**config.mk**
```make
export PLATFORM = sky130hd
export DESIGN_NAME = camera_row_line_locator_top
export DESIGN_NICKNAME = d
export VERILOG_FILES = /design/src/sv/crll_pkg.sv /design/src/sv/camera_row_line_locator_top.sv /design/src/sv/crll_in_reg.sv /design/src/sv/crll_tracker.sv
export SDC_FILE = /design/constraint.sdc
export NUM_CORES = 1
export LEC_CHECK = 0
export BUFFER_PORTS_ARGS = -buffer_cell sky130_fd_sc_hd__buf_2
export CORE_ASPECT_RATIO = 2
export CORE_MARGIN = 4
export CORE_UTILIZATION = 53
export DETAILED_ROUTE_END_ITERATION = 12
export GPL_TIMING_DRIVEN = 1
export PLACE_DENSITY = 0.84
export SYNTH_ARGS = -nofsm -noshare
export SYNTH_HDL_FRONTEND = slang
export SYNTH_SLANG_ARGS = --single-unit
```
**constraint.sdc**
```tcl
create_clock -name clock -period 4 [get_ports clock]
set_input_delay 0.4 -clock clock [delete_from_list [all_inputs] [get_ports clock]]
set_output_delay 0.4 -clock clock [all_outputs]
set_load 0.005 [all_outputs]
```
**src/sv/crll_pkg.sv**
```systemverilog
package crll_pkg;

   // Row geometry
   localparam int ROW_WIDTH = 320;
   localparam int COL_W = 9;
   localparam logic [COL_W-1:0] ROW_WIDTH_C = COL_W'(ROW_WIDTH);
   localparam logic [COL_W-1:0] LAST_COL_C = COL_W'(ROW_WIDTH - 1);
   localparam logic [COL_W:0] HALF_ROW_C = (COL_W + 1)'(ROW_WIDTH / 2);
   localparam logic [COL_W-1:0] COUNT_MAX_C = {COL_W{1'b1}};

   // Field widths
   localparam int PIX_W = 8;
   localparam int THR_W = 8;
   localparam int MINW_W = 9;
   localparam int CSR_IDX_W = 1;
   localparam int CSR_DATA_W = 9;
   localparam int RSP_DATA_W = 48;

   // Register reset values
   localparam logic [THR_W-1:0] THR_RESET_C = 8'd80;
   localparam logic [MINW_W-1:0] MINW_RESET_C = 9'd20;

   // Register indexes
   localparam logic [CSR_IDX_W-1:0] CSR_BW_THRESHOLD = 1'b0;
   localparam logic [CSR_IDX_W-1:0] CSR_MIN_RUN_WIDTH = 1'b1;

   // Pixel held in the input register
   typedef struct packed {
      logic valid;
      logic [PIX_W-1:0] pixel;
      logic row_end;
   } pix_type;

   // One row result
   typedef struct packed {
      logic [COL_W-1:0] run_start;
      logic [COL_W-1:0] run_end;
      logic [COL_W-1:0] run_width;
      logic [COL_W-1:0] white_count;
      logic signed [COL_W-1:0] line_error;
   } result_type;

endpackage

```
**src/sv/camera_row_line_locator_top.sv**
```systemverilog
// A row's last pixel leaves the input register and its row result is registered onto rsp.
// Throughput: one pixel per cycle unless the output stalls; the run tracker updates
// its state from the input register, so pixels stream back to back.
// A pixel stalls only while a row result waits and the held pixel ends a row.
// Reset (synchronous, active high) clears the row state and loads the
// threshold 80 and minimum run width 20.
module camera_row_line_locator_top
   import crll_pkg::*;
(
   input  logic clock,
   input  logic reset,
   input  logic req_tvalid,
   output logic req_tready,
   input  logic [PIX_W-1:0] req_tdata,   // pixel[7:0]
   input  logic req_tlast,               // row_end
   output logic rsp_tvalid,
   input  logic rsp_tready,
   // run_start[8:0], run_end[17:9], run_width[26:18], white_count[35:27],
   // line_error[44:36], zero[47:45]
   output logic [RSP_DATA_W-1:0] rsp_tdata,
   input  logic csr_we,
   input  logic [CSR_IDX_W-1:0] csr_index,
   input  logic [CSR_DATA_W-1:0] csr_wdata
);

   logic [THR_W-1:0] thr_ff, thr_in;
   logic [MINW_W-1:0] minw_ff, minw_in;
   pix_type pix;
   result_type result;
   logic row_last, advance, out_free;
   logic rsp_valid_ff, rsp_valid_in;
   result_type rsp_ff, rsp_in;

   // Configuration registers
   always_comb begin
      thr_in = thr_ff;
      minw_in = minw_ff;
      if (csr_we) begin
         case (csr_index)
            CSR_BW_THRESHOLD: thr_in = csr_wdata[THR_W-1:0];
            CSR_MIN_RUN_WIDTH: minw_in = csr_wdata[MINW_W-1:0];
            default: ;
         endcase
      end
   end

   crll_in_reg u_in_reg (
      .clock(clock),
      .reset(reset),
      .req_tvalid(req_tvalid),
      .req_tready(req_tready),
      .pixel(req_tdata),
      .row_end(req_tlast),
      .advance(advance),
      .pix(pix)
   );

   crll_tracker u_tracker (
      .clock(clock),
      .reset(reset),
      .pix(pix),
      .advance(advance),
      .bw_threshold(thr_ff),
      .min_run_width(minw_ff),
      .row_last(row_last),
      .result(result)
   );

   // Move the held pixel on unless its result has nowhere to go
   assign out_free = !rsp_valid_ff || rsp_tready;
   assign advance = pix.valid && (out_free || !row_last);

   // Result register
   always_comb begin
      rsp_valid_in = rsp_valid_ff && !rsp_tready;
      rsp_in = rsp_ff;
      if (advance && row_last) begin
         rsp_valid_in = 1'b1;
         rsp_in = result;
      end
   end

   always_ff @(posedge clock) begin
      if (reset) begin
         thr_ff <= THR_RESET_C;
         minw_ff <= MINW_RESET_C;
         rsp_valid_ff <= 1'b0;
      end else begin
         thr_ff <= thr_in;
         minw_ff <= minw_in;
         rsp_valid_ff <= rsp_valid_in;
      end
      rsp_ff <= rsp_in;
   end

   assign rsp_tvalid = rsp_valid_ff;
   assign rsp_tdata = {3'b000, rsp_ff.line_error, rsp_ff.white_count, rsp_ff.run_width,
                       rsp_ff.run_end, rsp_ff.run_start};

endmodule

```
**src/sv/crll_in_reg.sv**
```systemverilog
module crll_in_reg
   import crll_pkg::*;
(
   input  logic clock,
   input  logic reset,
   input  logic req_tvalid,
   output logic req_tready,
   input  logic [PIX_W-1:0] pixel,
   input  logic row_end,
   input  logic advance,
   output pix_type pix
);

   logic valid_ff, valid_in;
   logic [PIX_W-1:0] pixel_ff, pixel_in;
   logic row_end_ff, row_end_in;
   logic take;

   // Take a new transfer when the register is empty or draining this cycle
   assign req_tready = !valid_ff || advance;
   assign take = req_tvalid && req_tready;

   always_comb begin
      valid_in = take ? 1'b1 : (advance ? 1'b0 : valid_ff);
      pixel_in = take ? pixel : pixel_ff;
      row_end_in = take ? row_end : row_end_ff;
   end

   always_ff @(posedge clock) begin
      if (reset) begin
         valid_ff <= 1'b0;
      end else begin
         valid_ff <= valid_in;
      end
      pixel_ff <= pixel_in;
      row_end_ff <= row_end_in;
   end

   assign pix = '{valid: valid_ff, pixel: pixel_ff, row_end: row_end_ff};

endmodule

```
**src/sv/crll_tracker.sv**
```systemverilog
module crll_tracker
   import crll_pkg::*;
(
   input  logic clock,
   input  logic reset,
   input  pix_type pix,
   input  logic advance,
   input  logic [THR_W-1:0] bw_threshold,
   input  logic [MINW_W-1:0] min_run_width,
   output logic row_last,
   output result_type result
);

   logic [COL_W-1:0] col_ff, col_in;
   logic in_run_ff, in_run_in;
   logic locked_ff, locked_in;
   logic [COL_W-1:0] start_ff, start_in;
   logic [COL_W-1:0] end_ff, end_in;
   logic [COL_W-1:0] total_ff, total_in;

   logic white;
   logic [COL_W:0] span;
   logic [COL_W:0] pos_sum;
   logic [COL_W:0] err_wide;
   logic [COL_W-1:0] n_start, n_end, n_total;
   logic n_run, n_locked;

   assign white = pix.pixel >= bw_threshold;
   assign span = {1'b0, col_ff} - {1'b0, start_ff};

   // Update run state for the current pixel
   always_comb begin
      n_total = (white && total_ff != COUNT_MAX_C) ? total_ff + 1'b1 : total_ff;
      n_run = in_run_ff;
      n_locked = locked_ff;
      n_start = start_ff;
      n_end = end_ff;
      if (!locked_ff) begin
         if (white && !in_run_ff) begin
            n_run = 1'b1;
            n_start = col_ff;
         end else if (!white && in_run_ff) begin
            n_end = col_ff;
            if (!span[COL_W] && span[COL_W-1:0] > min_run_width) begin
               n_locked = 1'b1;
            end else begin
               n_run = 1'b0;
            end
         end
      end
   end

   assign row_last = pix.row_end || (col_ff >= LAST_COL_C);

   // Build the row result from the updated state
   always_comb begin
      pos_sum = {1'b0, n_start} + {1'b0, n_end};
      err_wide = {1'b0, pos_sum[COL_W:1]} - HALF_ROW_C;
      result.run_start = n_start;
      result.run_end = n_end;
      result.run_width = n_locked ? n_end - n_start : '0;
      result.white_count = n_total;
      result.line_error = err_wide[COL_W-1:0];
   end

   // Advance the row or clear it after its last pixel
   always_comb begin
      col_in = col_ff;
      in_run_in = in_run_ff;
      locked_in = locked_ff;
      start_in = start_ff;
      end_in = end_ff;
      total_in = total_ff;
      if (advance) begin
         if (row_last) begin
            col_in = '0;
            in_run_in = 1'b0;
            locked_in = 1'b0;
            start_in = '0;
            end_in = ROW_WIDTH_C;
            total_in = '0;
         end else begin
            col_in = col_ff + 1'b1;
            in_run_in = n_run;
            locked_in = n_locked;
            start_in = n_start;
            end_in = n_end;
            total_in = n_total;
         end
      end
   end

   always_ff @(posedge clock) begin
      if (reset) begin
         col_ff <= '0;
         in_run_ff <= 1'b0;
         locked_ff <= 1'b0;
         start_ff <= '0;
         end_ff <= ROW_WIDTH_C;
         total_ff <= '0;
      end else begin
         col_ff <= col_in;
         in_run_ff <= in_run_in;
         locked_ff <= locked_in;
         start_ff <= start_in;
         end_ff <= end_in;
         total_ff <= total_in;
      end
   end

endmodule
```
==> reports/results.txt <==
Critical Path, Cell by Cell -> inv_1 -> ha_2 -> inv_1 -> fa_2 -> a21o_1 -> a21oi_2 -> nor2b_1 -> o21a_1 -> o41a_1 -> xor2_1 -> ha_1 -> a21oi_1 -> o21ai_2 -> a2111oi_4 -> nor3b_4 -> a41oi_4 -> clkbuf_16 -> nor2_1
Period minus WS final -> 3.827 ns
Top Layer Used -> met4
Share of cells above drive strength 1 -> 23.24%
Sequential area share after synthesis -> 46.66%
Post-Synth Adder-Cell Area -> 11.16%
CTS tree -> yes
Pwr Total -> 2.330 mW
Die area -> 13030 sq um
Tightest Pin Transition -> 0.8883 ns
Launch point of the worst reg-to-reg path -> u_tracker.col_ff[0]
Worst Path Max Fanout -> 5
Post-Synth Simple-Gate Area -> 12.79%
CP max stage delay -> 0.35 ns
CP Launch Type -> flip-flop
Clock root cell -> clkbuf_16
Die span in x -> 82.74 um
# H-tree levels -> 3
Total number of vias -> 4509
CTS Hold Bufs -> 0
Largest cells by area after synthesis -> edfxtp_1 27%, dfxtp_1 19%, ha_1 10%
Crit. End Element -> flip-flop
Worst-path clk slew -> 0.07 ns
Asr flop ratio synth -> 0%
Num ports -> 74
Setup TNS -> 0 ns
Period utilization -> 95.68%
Gr ovfl total -> 0
Maximum VDD drop -> 0.0002444 V
CP required -> 4.12 ns
Synth Warn # -> 0
HP Class -> in2reg
Clk Latency, worst-skew pair -> 0.36 ns
Seq cells post-synth -> 111
R2r endpoint -> rsp_tdata[25]
Finished Core Util -> 63.13%
P per Cell Area -> 337.2 nW/um^2
R2R setup slack -> 0.17 ns
Fin nets -> 724
Post-Syn Instances -> 567
Worst-case headroom to the max-slew limit -> 40.56%
Crit Path Class -> reg2reg
Largest net degree at the start of global routing -> 33
Synth Area in Compound Gates -> 15.72%
I/O Buffers -> 70
Outcome -> finished clean
Met2 WL -> 7.529 mm
Slew Viols, Final -> 0
Maximum clock insertion buffer count -> 2
# rows -> 54
Fin. Hold Viols -> 0
Largest family of logic cells by synthesized area -> compound AO/OA/AOI/OAI gates
Core Area -> 10950 sq um
R2R depth -> 18
Max Fclk -> 261.3 MHz
Most Frequent Cell on Critical Path -> inv_1
Final design area excluding fillers -> 6910 sq um
Vias in the first global route -> 4520
Leading area contributor after synthesis -> edfxtp_1
Final setup viols -> 0
Leakage -> 2.911 nW
Placed cell area -> 6442 sq um
Mux share of post-synthesis cell area -> 3.254%
Worst hold margin -> 0.2174 ns
Synthesized cell area -> 5921 sq um
HP Start -> req_tdata[4]
Area grow syn2layout -> 16.72%
Most common cell after layout, fill and taps aside -> buf_2
Met3 Wirelength -> 602 um
Setup Skew -> 0.009522 ns
CTS Buf Count -> 9
Post-synthesis xor/xnor area fraction -> 4.882%
DRT antenna net count -> 0
Arrival time at the worst endpoint -> 3.94 ns
CP max-delay cell -> fa_2
DRT iter0 DRCs -> 282
Antenna violations before repair -> 0
Routed length on met1 -> 4.550 mm
Most frequent cells in the layout -> 70 x buf_2, 57 x dfxtp_1, 54 x edfxtp_1
Hold Crit Endpoint -> u_in_reg.pixel_ff[4]
GRT Total Usage -> 21.06%
Die height -> 157.5 um
Global-route wire length before repair -> 20.92 mm
DRT Pass-1 Iters -> 4
Post-synth EDFFs -> 54
Count of cell types in the netlist -> 67
Primary FF master, synth -> dfxtp_1
Worst hold path depth -> 1
Routed WL per cell -> 16.82 um
Initial cell density of the core -> 54.09%
Routed wire length -> 13.36 mm
Gpl congestion -> 0.9474
Drc violations -> 0
Max Cap Viol -> 0
Via/cell ratio -> 5.679
Dpl hpwl -> 9.806 mm
Sink Count -> 111
Syn Area/Cell -> 10.44 sq um
Area share of the largest cell type after synthesis -> 27.39%
Ant. Diodes -> 0
## Yosys cell counts (6+ instances only)
master    instances
nor3_1           10
a22o_1           16
xnor2_1          14
xor2_1           19
nor2b_1           6
mux2_2           10
inv_1            44
o21a_1            6
buf_6             7
nand3_1           6
mux2i_1           8
edfxtp_1         54
nand2_1          52
dfxtp_1          57
nand2b_1         10
a21oi_1          39
a21o_1           11
nor2_1           39
o21ai_0          15
buf_2             6
a31oi_1           9
clkbuf_1          6
ha_1             48
## worst max path at each step
stage	startpoint	to	slack (ns)	cells past startpoint
6_report	u_tracker.col_ff[0]	rsp_tdata[25]	0.17	18
2_1_floorplan	u_tracker.col_ff[1]	u_tracker.in_run_ff	0.18	7
3_5_place_dp	u_tracker.col_ff[0]	rsp_tdata[18]	-0.10	18
3_3_place_gp	u_tracker.col_ff[0]	rsp_tdata[18]	0.1	18
5_1_grt	thr_ff[2]	rsp_tdata[43]	-0.07	16
4_1_cts	thr_ff[7]	rsp_tdata[44]	0.005	16
## kinds of logic (layout without fill, tap and decap cells)
group           after synthesis  count (layout)
buf+inv                      67             152
flops                       111             111
mux                          18              18
xor+xnor                     33              33
simple gates                155             155
other cells                   1               3
fa+ha+maj                    51              51
compound gates              131             131
## state kept, by name (all words and copies together), names as in the netlist, 8 cells and up
signal	count
u_tracker.col_ff	9
u_tracker.total_ff	9
thr_ff	8
minw_ff	9
u_in_reg.pixel_ff	8
rsp_tdata	45
u_tracker.end_ff	9
u_tracker.start_ff	9
## critical path: cells and delay by family, from the launching register on
family / cells / cell delay, ns
compound gates: 8 / 1.71
xor+xnor: 1 / 0.15
simple gates: 3 / 0.22
fa+ha+maj: 3 / 0.84
buf+inv: 3 / 0.35
flops: 1 / 0.32
## through the flow
stage	setup slack [ns]	cells
3_5_place_dp	-0.1008	773
3_3_place_gp	0.09517	773
4_1_cts	0.005203	789
6_report	0.1727	794
5_1_grt	-0.07350	794
2_1_floorplan	0.1817	569
## layout make-up
type	count	area, sq um
Fill cell	872	4035
Multi-Input combinational cell	391	2964
Sequential cell	111	2763
Timing Repair Buffer	92	545.5
Clock buffer	9	225.2
Tap cell	140	175.2
Inverter	44	165.2
Clock inverter	7	72.57
## metal layers
layer / GRT usage, % / vias up
met2: 40.35 / 169
met5: 0 / -
met3: 3.322 / 53
li1: - / 2170
met4: 11.69 / 0
met1: 20.18 / 2117
## timing repair
action,4_1_cts,5_1_grt
setup buffers,0,4
gates cloned,0,1
gates resized for setup,4,21
setup endpoints to repair,10,14
pin swaps,0,6
## where the power goes
part           total, mW  internal [mW]  switching, mW  leakage, nW
sequential          1.23           1.22         0.0128        0.951
combinational      0.198         0.0801          0.118         1.82
clock              0.901          0.487          0.414        0.143
total               2.33           1.78          0.545         2.91
Note: power is estimated with default switching activity, not from simulation.
